===== src/design/stack_watermark_monitor_macros.svh =====
// ----------------------------------------------------------------------------
// Stack watermark monitor assertion macros
// Shared concurrent assertion forms, clocked on clk, disabled in reset.
// ----------------------------------------------------------------------------
`ifndef STACK_WATERMARK_MONITOR_MACROS_SVH
`define STACK_WATERMARK_MONITOR_MACROS_SVH

// Condition must hold at every edge outside reset.
`define SWM_ASSERT_ALWAYS(label, cond, msg) \
	label: assert property (@(posedge clk) disable iff (!arst_n) (cond)) \
		else $error(msg);

// Antecedent at one edge implies consequent at the next edge.
`define SWM_ASSERT_NEXT(label, ante, cons, msg) \
	label: assert property (@(posedge clk) disable iff (!arst_n) (ante) |=> (cons)) \
		else $error(msg);

`endif


===== src/design/swm_pkg.sv =====
// ----------------------------------------------------------------------------
// Stack watermark monitor package
// Shared widths, reset values, register indexes and status types.
// ----------------------------------------------------------------------------
`timescale 1ns / 1ps

package swm_pkg;

	localparam int WORD_W       = 32;
	localparam int SIZE_W       = 17;
	localparam int BYTES_W      = 16;
	localparam int COUNT_W      = 14;
	localparam int PCT_W        = 7;
	localparam int QUOT_BITS    = 7;
	localparam int DIVIDEND_W   = 23;
	localparam int CFG_IDX_W    = 2;

	localparam int MAX_STACK_BYTES_DEF = 65536;
	localparam int OUT_SIZE_CAP        = 65536;
	localparam int WORD_BYTES          = 4;
	localparam int PCT_SCALE           = 100;

	localparam logic [WORD_W-1:0] TOP_RESET  = 32'h2000_7FFC;
	localparam logic [SIZE_W-1:0] SIZE_RESET = 17'd4096;
	localparam logic [WORD_W-1:0] FILL_RESET = 32'h0ABA_DD1E;
	localparam logic [WORD_W-1:0] END_RESET  = 32'h0ABA_DA55;

	localparam logic [CFG_IDX_W-1:0] REG_STACK_TOP  = 2'd0;
	localparam logic [CFG_IDX_W-1:0] REG_STACK_SIZE = 2'd1;
	localparam logic [CFG_IDX_W-1:0] REG_FILL       = 2'd2;
	localparam logic [CFG_IDX_W-1:0] REG_END        = 2'd3;

	// divider status toward the top level
	typedef struct packed {
		logic busy;   // iterating or result not yet taken
		logic done;   // quotient valid this cycle
	} div_status_t;

endpackage


===== src/design/swm_scan.sv =====
// ----------------------------------------------------------------------------
// Stack watermark scan tracker
// Checks the end-marker word and counts leading fill-marker words.
// ----------------------------------------------------------------------------
`timescale 1ns / 1ps

module swm_scan
	import swm_pkg::*;
(
	input  logic               clk,
	input  logic               arst_n,
	input  logic               accept,
	input  logic               last,
	input  logic [WORD_W-1:0]  word,
	input  logic [WORD_W-1:0]  fill_marker,
	input  logic [WORD_W-1:0]  end_marker,
	input  logic [COUNT_W-1:0] word_cap,
	output logic [COUNT_W-1:0] count_nxt,
	output logic               end_ok_nxt
);

	logic               first_q;
	logic               scan_q;
	logic [COUNT_W-1:0] count_q;
	logic               end_ok_q;
	logic               scan_n;

	always_comb begin
		count_nxt  = count_q;
		end_ok_nxt = end_ok_q;
		scan_n     = scan_q;
		if (first_q) begin
			end_ok_nxt = (word == end_marker);
		end else if (scan_q) begin
			if (word == fill_marker) begin
				if (count_q < word_cap) begin
					count_nxt = count_q + COUNT_W'(1);
				end
			end else begin
				scan_n = 1'b0;
			end
		end
	end

	always_ff @(posedge clk or negedge arst_n) begin
		if (!arst_n) begin
			first_q  <= 1'b1;
			scan_q   <= 1'b1;
			count_q  <= '0;
			end_ok_q <= 1'b0;
		end else if (accept) begin
			if (last) begin
				// rearm for the next scan
				first_q  <= 1'b1;
				scan_q   <= 1'b1;
				count_q  <= '0;
				end_ok_q <= 1'b0;
			end else begin
				first_q  <= 1'b0;
				scan_q   <= scan_n;
				count_q  <= count_nxt;
				end_ok_q <= end_ok_nxt;
			end
		end
	end

endmodule


===== src/design/swm_div.sv =====
// ----------------------------------------------------------------------------
// Stack watermark percent divider
// Restoring divider, one quotient bit per cycle; zero divisor gives zero.
// ----------------------------------------------------------------------------
`timescale 1ns / 1ps

module swm_div
	import swm_pkg::*;
(
	input  logic                  clk,
	input  logic                  arst_n,
	input  logic                  start,
	input  logic [DIVIDEND_W-1:0] dividend,
	input  logic [BYTES_W-1:0]    divisor,
	output div_status_t           status,
	output logic [QUOT_BITS-1:0]  quotient
);

	localparam int CNT_W = $clog2(QUOT_BITS);
	localparam int SHIFT = QUOT_BITS - 1;

	logic [DIVIDEND_W-1:0] rem_q;
	logic [DIVIDEND_W-1:0] dsr_q;
	logic [QUOT_BITS-1:0]  quot_q;
	logic [CNT_W-1:0]      cnt_q;
	logic                  busy_q;
	logic                  done_q;
	logic                  zero_q;
	logic [DIVIDEND_W:0]   diff;
	logic                  ge;

	// one shared subtract and compare per step
	assign diff = {1'b0, rem_q} - {1'b0, dsr_q};
	assign ge   = !diff[DIVIDEND_W];

	always_ff @(posedge clk or negedge arst_n) begin
		if (!arst_n) begin
			busy_q <= 1'b0;
			done_q <= 1'b0;
			cnt_q  <= '0;
		end else begin
			done_q <= 1'b0;
			if (start) begin
				busy_q <= 1'b1;
				cnt_q  <= CNT_W'(SHIFT);
			end else if (busy_q) begin
				if (cnt_q == '0) begin
					busy_q <= 1'b0;
					done_q <= 1'b1;
				end else begin
					cnt_q <= cnt_q - CNT_W'(1);
				end
			end
		end
	end

	always_ff @(posedge clk) begin
		if (start) begin
			rem_q  <= dividend;
			dsr_q  <= DIVIDEND_W'({divisor, SHIFT'(0)});
			quot_q <= '0;
			zero_q <= (divisor == '0);
		end else if (busy_q) begin
			if (ge) begin
				rem_q <= diff[DIVIDEND_W-1:0];
			end
			quot_q <= {quot_q[QUOT_BITS-2:0], ge};
			dsr_q  <= dsr_q >> 1;
		end
	end

	assign status.busy = busy_q | done_q;
	assign status.done = done_q;
	assign quotient    = zero_q ? '0 : quot_q;

endmodule


===== src/design/stack_watermark_monitor.sv =====
// ----------------------------------------------------------------------------
// Stack watermark monitor
// Scans a painted stack bottom-up and reports free, used, percent, corrupt.
// ----------------------------------------------------------------------------
// Usage:
//   Input channel (in_valid / in_stall): one stack word per word, lowest
//   address first. The first word of a scan is checked against end_marker,
//   later words are counted while they equal fill_marker. last_word ends
//   the scan; stack_pointer is sampled with it.
//   Ordinary words are taken one per cycle. A last word is held off while
//   the percent divider runs or a result still waits in the output register.
//   Output channel (out_valid / out_stall): one result word per scan,
//   presented once the edge that takes the last word has captured the job,
//   7 divider steps have followed (one quotient bit each on the shared
//   subtractor) and the result has loaded. With no output stall the next
//   last word can be taken once that result has left the output register.
//   A stalled result holds in the output register; words of the next scan
//   keep flowing in meanwhile.
//   Configuration: cfg_we with cfg_index / cfg_data, written only when idle by
//   the user; the block does not enforce it. Reset: registers return to their
//   defaults, the scan rearms, no result is pending.
// ----------------------------------------------------------------------------
`timescale 1ns / 1ps

`include "stack_watermark_monitor_macros.svh"

module stack_watermark_monitor
	import swm_pkg::*;
#(
	parameter int MAX_STACK_BYTES = MAX_STACK_BYTES_DEF
) (
	input  logic                 clk,
	input  logic                 arst_n,
	// configuration write port
	input  logic                 cfg_we,
	input  logic [CFG_IDX_W-1:0] cfg_index,
	input  logic [WORD_W-1:0]    cfg_data,
	// input channel
	input  logic                 in_valid,
	output logic                 in_stall,
	input  logic [WORD_W-1:0]    stack_word,
	input  logic                 last_word,
	input  logic [WORD_W-1:0]    stack_pointer,
	// output channel
	output logic                 out_valid,
	input  logic                 out_stall,
	output logic [BYTES_W-1:0]   free_bytes,
	output logic [BYTES_W-1:0]   used_bytes,
	output logic [PCT_W-1:0]     usage_percent,
	output logic                 corrupted
);

	// effective size cap: the smaller of the build limit and the output range
	localparam int CAP_BYTES = (MAX_STACK_BYTES < OUT_SIZE_CAP) ? MAX_STACK_BYTES
		: OUT_SIZE_CAP;

	// configuration registers
	logic [WORD_W-1:0] top_q;
	logic [SIZE_W-1:0] size_q;
	logic [WORD_W-1:0] fill_q;
	logic [WORD_W-1:0] end_q;

	always_ff @(posedge clk or negedge arst_n) begin
		if (!arst_n) begin
			top_q  <= TOP_RESET;
			size_q <= SIZE_RESET;
			fill_q <= FILL_RESET;
			end_q  <= END_RESET;
		end else if (cfg_we) begin
			case (cfg_index)
				REG_STACK_TOP:  top_q  <= cfg_data;
				REG_STACK_SIZE: size_q <= cfg_data[SIZE_W-1:0];
				REG_FILL:       fill_q <= cfg_data;
				REG_END:        end_q  <= cfg_data;
				default: ;
			endcase
		end
	end

	// usable bytes exclude the end-marker word; never negative
	logic [SIZE_W-1:0]  size_eff;
	logic [BYTES_W-1:0] usable;
	logic [COUNT_W-1:0] word_cap;

	always_comb begin
		size_eff = (size_q > SIZE_W'(CAP_BYTES)) ? SIZE_W'(CAP_BYTES) : size_q;
		usable   = (size_eff >= SIZE_W'(WORD_BYTES))
			? BYTES_W'(size_eff - SIZE_W'(WORD_BYTES)) : '0;
		// usable tops out at 65532, so usable/4 already fits the 14-bit limit
		word_cap = usable[BYTES_W-1:2];
	end

	// handshake
	div_status_t div_st;
	logic        out_valid_q;
	logic        in_accept;
	logic        finish;

	// a last word needs the divider and the output register free
	assign in_stall  = last_word && (div_st.busy || out_valid_q);
	assign in_accept = in_valid && !in_stall;
	assign finish    = in_accept && last_word;

	// scan tracking
	logic [COUNT_W-1:0] count_nxt;
	logic               end_ok_nxt;

	swm_scan u_scan (
		.clk         (clk),
		.arst_n      (arst_n),
		.accept      (in_accept),
		.last        (last_word),
		.word        (stack_word),
		.fill_marker (fill_q),
		.end_marker  (end_q),
		.word_cap    (word_cap),
		.count_nxt   (count_nxt),
		.end_ok_nxt  (end_ok_nxt)
	);

	// end-of-scan figures, computed in the capture cycle
	logic [COUNT_W-1:0]    words;
	logic [BYTES_W-1:0]    free_b;
	logic [BYTES_W-1:0]    used_b;
	logic [WORD_W-1:0]     bottom;
	logic                  corrupt;
	logic [DIVIDEND_W-1:0] dividend;

	always_comb begin
		words    = (count_nxt > word_cap) ? word_cap : count_nxt;
		free_b   = {words, 2'b00};
		used_b   = (usable > free_b) ? (usable - free_b) : '0;
		// bottom uses the raw size register, wrapping mod 2^32
		bottom   = top_q - WORD_W'(size_q) + WORD_W'(WORD_BYTES);
		corrupt  = !end_ok_nxt || (stack_pointer <= bottom);
		dividend = DIVIDEND_W'(used_b) * DIVIDEND_W'(PCT_SCALE);
	end

	// job registers held while the divider runs
	logic [BYTES_W-1:0] free_job_q;
	logic [BYTES_W-1:0] used_job_q;
	logic               corrupt_job_q;

	always_ff @(posedge clk) begin
		if (finish) begin
			free_job_q    <= free_b;
			used_job_q    <= used_b;
			corrupt_job_q <= corrupt;
		end
	end

	logic [QUOT_BITS-1:0] quotient;

	swm_div u_div (
		.clk      (clk),
		.arst_n   (arst_n),
		.start    (finish),
		.dividend (dividend),
		.divisor  (usable),
		.status   (div_st),
		.quotient (quotient)
	);

	// output register
	logic [BYTES_W-1:0] free_q;
	logic [BYTES_W-1:0] used_q;
	logic [PCT_W-1:0]   pct_q;
	logic               corrupt_q;

	always_ff @(posedge clk or negedge arst_n) begin
		if (!arst_n) begin
			out_valid_q <= 1'b0;
		end else if (div_st.done) begin
			out_valid_q <= 1'b1;
		end else if (!out_stall) begin
			out_valid_q <= 1'b0;
		end
	end

	always_ff @(posedge clk) begin
		if (div_st.done) begin
			free_q    <= free_job_q;
			used_q    <= used_job_q;
			pct_q     <= (quotient > QUOT_BITS'(PCT_SCALE)) ? PCT_W'(PCT_SCALE)
				: PCT_W'(quotient);
			corrupt_q <= corrupt_job_q;
		end
	end

	assign out_valid     = out_valid_q;
	assign free_bytes    = free_q;
	assign used_bytes    = used_q;
	assign usage_percent = pct_q;
	assign corrupted     = corrupt_q;

	// checks
	`SWM_ASSERT_ALWAYS(a_no_overlap, !(div_st.done && out_valid_q), "result overwrites pending word")
	`SWM_ASSERT_NEXT(a_done_shows, div_st.done, out_valid, "finished division not presented")
	`SWM_ASSERT_NEXT(a_finish_runs, finish, div_st.busy, "last word did not start divider")
	`SWM_ASSERT_ALWAYS(a_pct_range, !out_valid || (usage_percent <= PCT_W'(PCT_SCALE)), "percent above limit")

endmodule

===== config.mk =====
export PLATFORM = sky130hd
export DESIGN_NAME = stack_watermark_monitor
export DESIGN_NICKNAME = d
export VERILOG_FILES = /design/src/design/swm_pkg.sv /design/src/design/swm_scan.sv /design/src/design/swm_div.sv /design/src/design/stack_watermark_monitor.sv
export VERILOG_INCLUDE_DIRS = /design/src /design/src/design
export SDC_FILE = /design/constraint.sdc
export NUM_CORES = 1
export LEC_CHECK = 0
export BUFFER_PORTS_ARGS = -buffer_cell sky130_fd_sc_hd__buf_4
export CORE_MARGIN = 2
export CORE_UTILIZATION = 40
export CTS_CLUSTER_SIZE = 14
export DETAILED_ROUTE_END_ITERATION = 10
export HOLD_SLACK_MARGIN = 0.12
export SLEW_MARGIN = 20
export SYNTH_ARGS = -nofsm -noshare
export SYNTH_HDL_FRONTEND = slang
export SYNTH_HIERARCHICAL = 1
export SYNTH_SLANG_ARGS = --single-unit

===== constraint.sdc =====
create_clock -name clk -period 14.02 [get_ports clk]
set_input_delay 2.804 -clock clk [delete_from_list [all_inputs] [get_ports clk]]
set_output_delay 2.804 -clock clk [all_outputs]
set_load 0.02 [all_outputs]

# Word-level counts from Yosys, hierarchy flattened
# Index checks and enable logic that the tools add are counted.
# op_classes
addsub	7
n_mul	1
order_cmp	7
n_eq_ne	9
n_mux	33
n_bitwise	2
n_reduce_logical	20
# ops
operator	count
$mux 14	6
$mux 23	3
$eq 32x32->1	2
$mux 22	2
$add 32x3->32 const B	1
$le 32x32->1	1
$mux 16	2
$sub 32x17->32	1
$sub 23x22->24	1
$mul 16x5->21 const B	1
$ge 17x3->1 const B	1
$gt 17x17->1 const B	1
$mux 17	1
$gt 16x16->1	1
$logic_not 16->1	1
$reduce_and 2->1	8
$sub 16x16->16	1
$sub 16x3->16 const B	1
$mux 1	15
$add 14x1->14 const B	1
$gt 14x14->1	1
$lt 14x14->1	1
$mux 3	3
$gt 7x7->1 const B	1
14 further kinds	22
# word_totals
register_bits	258
in_bits	104
output_inout_bits	42
word_cells	104

# Longest topological paths before layout
# logic_depth
word_depth	15
mapped_depth	56
depth_no_buf	52

# Modules after synthesis
# Netlist, hierarchy kept.
# by_module_without_submodules
module	instances	cells_each	area_per_inst_um2	seq_area_each_um2
stack_watermark_monitor	1	1131	12308.1	4984.8
swm_div	1	404	3667.3	1586.5
swm_scan	1	278	2238.4	427.9

# Worst setup path before layout
# No wires, ideal clock.
# synth_path
path_kind	input -> register
start	input stack_word[18]
end	register u_div.rem_q[22], data pin
arrival_ns	11.180
t_required_ns	13.746
path_slack_ns	2.566
path_stages	42
path_cell_list	xor2_1 > nor4_1 > nand3_1 > a2111o_1 > buf_4 > nor3_2 > xor2_1 > ha_1 > and4_1 > nand3_1 > a21oi_1 > a2111oi_0 > a221o_1 > buf_2 > buf_2 > mux2i_1 > ha_1 > inv_1 > [... 6 more ...] > o21ai_0 > clkbuf_1 > and3_1 > ha_1 > ha_1 > inv_1 > fa_1 > inv_1 > ha_1 > a21o_1 > a21o_1 > a21oi_1 > o21ai_0 > o41ai_1 > mux2i_1 > nor2_1 > nor2_1 > a31oi_1
# synth_via
elab_chain_cells	10
elab_cells_between_ends	11
# synth_lines
element	line_no	rtl
start: declaration	stack_watermark_monitor.sv:41	input logic [WORD_W-1:0] stack_word,
$eq 32x32->1 (*)	swm_scan.sv:35	if (word == fill_marker) begin
$mux 14 (*)	swm_scan.sv:35	
$mux 14 (*)	swm_scan.sv:34	end else if (scan_q) begin
$mux 14 (*)	swm_scan.sv:32	if (first_q) begin
named net count_nxt[7]	stack_watermark_monitor.sv:105	logic [COUNT_W-1:0] count_nxt;
$gt 14x14->1 (*)	stack_watermark_monitor.sv:130	words = (count_nxt > word_cap) ? word_cap : count_nxt;
$mux 14 (*)	stack_watermark_monitor.sv:130	
named net words[0]	stack_watermark_monitor.sv:122	logic [COUNT_W-1:0] words;
$sub 16x16->16 or $gt 16x16->1 (tied branches)	stack_watermark_monitor.sv:132	used_b = (usable > free_b) ? (usable - free_b) : '0;
$mux 16 (*)	stack_watermark_monitor.sv:132	
named net used_b[8]	stack_watermark_monitor.sv:124	logic [BYTES_W-1:0] used_b;
$mul 16x5->21 (*)	stack_watermark_monitor.sv:136	dividend = DIVIDEND_W'(used_b) * DIVIDEND_W'(PCT_SCALE);
named net dividend[22]	stack_watermark_monitor.sv:127	logic [DIVIDEND_W-1:0] dividend;
$mux 23 (*)	swm_div.sv:58	if (start) begin
end signal: assignment	swm_div.sv:59	rem_q <= dividend;
end signal: assignment	swm_div.sv:65	rem_q <= diff[DIVIDEND_W-1:0];
end: declaration	swm_div.sv:22	logic [DIVIDEND_W-1:0] rem_q;
# The timed path passes the listed nets; every way through them passes the cells marked *.
# A chain may end at the register's enable or synchronous reset.

# Worst setup path after layout
# layout_path
start	register size_q[16]
end	register u_div.rem_q[22], data pin
# layout_via
elab_chain_cells	15
elab_cells_between_ends	17
# layout_lines
element	line_no	rtl
start: declaration	stack_watermark_monitor.sv:59	logic [SIZE_W-1:0] size_q;
start signal: assignment	stack_watermark_monitor.sv:72	REG_STACK_SIZE: size_q <= cfg_data[SIZE_W-1:0];
$gt 17x17->1	stack_watermark_monitor.sv:86	size_eff = (size_q > SIZE_W'(CAP_BYTES)) ? SIZE_W'(CAP_BYTES) : size_q;
$mux 17 (*)	stack_watermark_monitor.sv:86	
$sub 16x3->16 or $ge 17x3->1 (tied branches)	stack_watermark_monitor.sv:88, stack_watermark_monitor.sv:87	
$mux 16 (*)	stack_watermark_monitor.sv:88	? BYTES_W'(size_eff - SIZE_W'(WORD_BYTES)) : '0;
named net usable[7]	stack_watermark_monitor.sv:82	logic [BYTES_W-1:0] usable;
$lt 14x14->1 (*)	swm_scan.sv:36	if (count_q < word_cap) begin
$mux 14 (*)	swm_scan.sv:36	
$mux 14 (*)	swm_scan.sv:35	
[... 2 more ...]	n/a	
named net count_nxt[9]	stack_watermark_monitor.sv:105	
$gt 14x14->1	stack_watermark_monitor.sv:130	
$mux 14 (*)	stack_watermark_monitor.sv:130	
$sub 16x16->16 or $gt 16x16->1 (tied branches)	stack_watermark_monitor.sv:132	
$mux 16 (*)	stack_watermark_monitor.sv:132	
$mul 16x5->21 (*)	stack_watermark_monitor.sv:136	
named net dividend[22]	stack_watermark_monitor.sv:127	
$mux 23 (*)	swm_div.sv:58	
# Marked as above.

==> metrics <==
Post-Layout Cell Count 2573; WL final between 40000 and 50000 um; Layout Skew 24.9 ps; placed insts 2520; Fill cells 4312; die footprint 0.0473 sq mm; I/O pin total around 150; layout cells sized above 1 20.1%; leading cell types by count after synthesis 198 x ha_1, 157 x inv_1, 143 x nand2_1; Post-synth EDFFs 109; status completed; Cell Rows around 80; Initial Util a little over 40%; Final Slew Violations 0; clk root buf clkbuf_16; Max-slew headroom a little under a third; utilization after layout a little under half; pre-CTS setup slack between 500 and 600 ps; Seq/Total Area, Yosys about two fifths; cell count after synthesis around 1800; clk slew on worst S/H paths ~60 ps; die span in y 217 um; post-synth top area cell edfxtp_1; Vias 13900; detailed router's first-iteration violation count about 660; final critical-path setup slack ~930 ps; antenna violations before repair 1; postcts setup bufs 0; pwr dens between 200 and 300 mW/mm^2; largest fanout on the critical path 26; Top cell by count, worst path ha_1; Die Width about 220 um; CTS Sinks 258; Final HPWL DP 36500 um; #FFs+latches synth between 200 and 300; Worst EP required about 14000 ps; Avg Vias per Cell roughly 5.4; # H-tree levels 1; WP buf/inv 5; Synth cell types 88; ANT cells 0; gpl congestion between 0.8 and 0.9; MaxCap Viol Count 0; grt ovf 0; maximum VDD drop 0.200 mV; drt pass-1 iters 5; core area roughly 0.045 sq mm; Area Growth Syn to Fin 14.8%; Syn Area/Cell about 10 sq um; post-route setup TNS 0 ps; final net count ~2300; delay of the slowest critical-path stage ~750 ps; largest net degree at the start of global routing between 70 and 80; CTS tree yes; global-route wire length before repair between 70000 and 80000 um; Leak 9.36 nW; Num CTS Buffers 29; CTS Buffer Depth 3; Setup crit end kind flop; Max Clk Rate around 0.076 GHz; # setup viols final 0; Final Hold Fails 0; total track usage roughly 20%; average routed wire per standard cell between 15 and 20 um; Synth Cell Area between 0.015 and 0.02 sq mm; Most used DFF post-synth edfxtp_1; Slowest cell on crit path a2111o_1; crit path DAT 13370 ps; most area-consuming cells after synthesis edfxtp_1 18%, ha_1 14%, dfrtp_1 12%; most numerous cell in the Yosys netlist ha_1; startpoint types flop; vias in the first global route ~14000; Tmin final 13090 ps; clock latency on the worst-skew pair between 500 and 600 ps; RSZ-0062 raised after global routing false; FFs w/ async S/R, synth 52.7%; drt drc 0; top-area cell type share of the netlist area between 10% and 20%; Ys Warns 6; Worst Hold Class reg2reg; CP Class reg2reg; post-route ant nets 0; number of port buffers roughly 140; period utilisation layout around 93%; critical path's top delay family compound AO/OA/AOI/OAI gates; Worst Max-Slew Pin Slew 1040 ps
[placed cells by master, fill, tap and decap left out, types with 9 or more instances in the layout]
master / synthesis / final
ha_1: 198 / 198
inv_1: 157 / 157
buf_4: 5 / 156
nand2_1: 143 / 142
mux2_2: 111 / 111
edfxtp_1: 109 / 109
o21ai_0: 101 / 100
a21oi_1: 92 / 92
nor2_1: 88 / 88
dfrtp_1: 86 / 85
xor2_1: 79 / 79
xnor2_1: 63 / 63
dfstp_2: 50 / 50
a21o_1: 45 / 45
nand3_1: 37 / 37
nor3_1: 32 / 32
mux2i_1: 31 / 31
nor2b_1: 30 / 30
clkbuf_16: 0 / 29
nor4_1: 22 / 22
nand4_1: 21 / 21
and2_1: 20 / 20
and3_1: 18 / 17
o211ai_1: 14 / 14
fa_1: 14 / 14
o31ai_1: 13 / 13
dfxtp_1: 13 / 13
or3_1: 11 / 11
o21a_1: 11 / 11
nand2b_1: 9 / 9
a2bb2oi_1: 9 / 9
[cells by family (layout without fill, tap and decap cells)]
family / count (synthesis) / in the layout / synth area share, %
xor+xnor: 142 / 142 / 6.83
other cells: 1 / 4 / 0.0206
flops: 258 / 258 / 38.4
fa+ha+maj: 212 / 212 / 15.1
mux: 143 / 143 / 8.63
compound gates: 370 / 370 / 13.2
simple gates: 475 / 475 / 13.2
buf+inv: 212 / 369 / 4.50
[power breakdown]
part	switching, W	internal (W)	total (W)
Sequential	0.000130	0.00109	0.00122
Combinational	0.00191	0.00144	0.00335
Clock	0.000320	0.000444	0.000765
[timing repair]
action / in CTS / in global routing
endpoints found under the setup margin: 0 / 10
resized for setup: 0 / 3
hold buffers: 0 / 0
[cell type report]
| type | count | area, sq um | area share (%) |
|---|---|---|---|
| clock buffer | 41 | 821 | 3.93 |
| clock inverter | 12 | 129 | 0.616 |
| inverter | 159 | 597 | 2.85 |
| multi-input combinational | 1346 | 10400 | 49.9 |
| sequential | 258 | 7000 | 33.5 |
| tap | 600 | 751 | 3.59 |
| timing repair buffer | 157 | 1180 | 5.65 |
[state kept, by name, indices dropped and copies added, names as in the netlist, 3 cells and up]
register / count
u_div/quot_q: 7
usage_percent: 7
u_div/dsr_q: 22
used_job_q: 16
u_div/cnt_q: 3
end_q: 32
free_bytes: 14
used_bytes: 16
free_job_q: 14
u_scan/count_q: 14
fill_q: 32
u_div/rem_q: 23
top_q: 32
size_q: 17
[through the flow]
step                      hold slack [ps]  instance area (sq um)  power [W]
final                                 418                  20900    0.00533
after global routing                  428                  20900    0.00586
after CTS                             419                  20900    0.00539
after detailed placement              405                  19900    0.00459
after global placement                402                  19900    0.00455
after floorplan                       400                  18200    0.00379
[metal layers]
metal | GRT usage [%] | share of wire, % | up-vias
met5 | 0 | 0.027 | -
met4 | 6.64 | 3.5 | 2
met1 | 24.9 | 43 | 6742
met3 | 3.55 | 4.8 | 87
met2 | 34.5 | 48 | 293
li1 | - | - | 6796
[final timing paths]
| kind | from | endpoint | slack (ps) | cells after the start |
|---|---|---|---|---|
| setup / recovery | size_q[16]$_DFFE_PN0P_ | u_div/rem_q[22]$_DFFE_PP_ | 930 | 47 |
| setup reg to reg | size_q[16]$_DFFE_PN0P_ | u_div/rem_q[22]$_DFFE_PP_ | 930 | 47 |
| min in group asynchronous | arst_n | end_q[31]$_DFFE_PN0P_ | 2240 | 1 |
| hold / removal | free_job_q[8]$_DFFE_PP_ | free_bytes[8]$_DFFE_PP_ | 420 | 0 |
| hold reg to reg | free_job_q[8]$_DFFE_PP_ | free_bytes[8]$_DFFE_PP_ | 420 | 0 |
| max in group asynchronous | arst_n | u_div/done_q$_DFF_PN0_ | 10390 | 2 |
[worst register-to-register path, delay by kind of cell, from the launching register on]
| kind | cells | cell delay (ps) |
|---|---|---|
| compound gates | 21 | 5410 |
| fa+ha+maj | 8 | 2650 |
| simple gates | 10 | 1910 |
| buf+inv | 5 | 1380 |
| flops | 1 | 730 |
| mux | 2 | 440 |
| xor+xnor | 1 | 280 |
No activity file was read; power rests on OpenSTA's default activity.
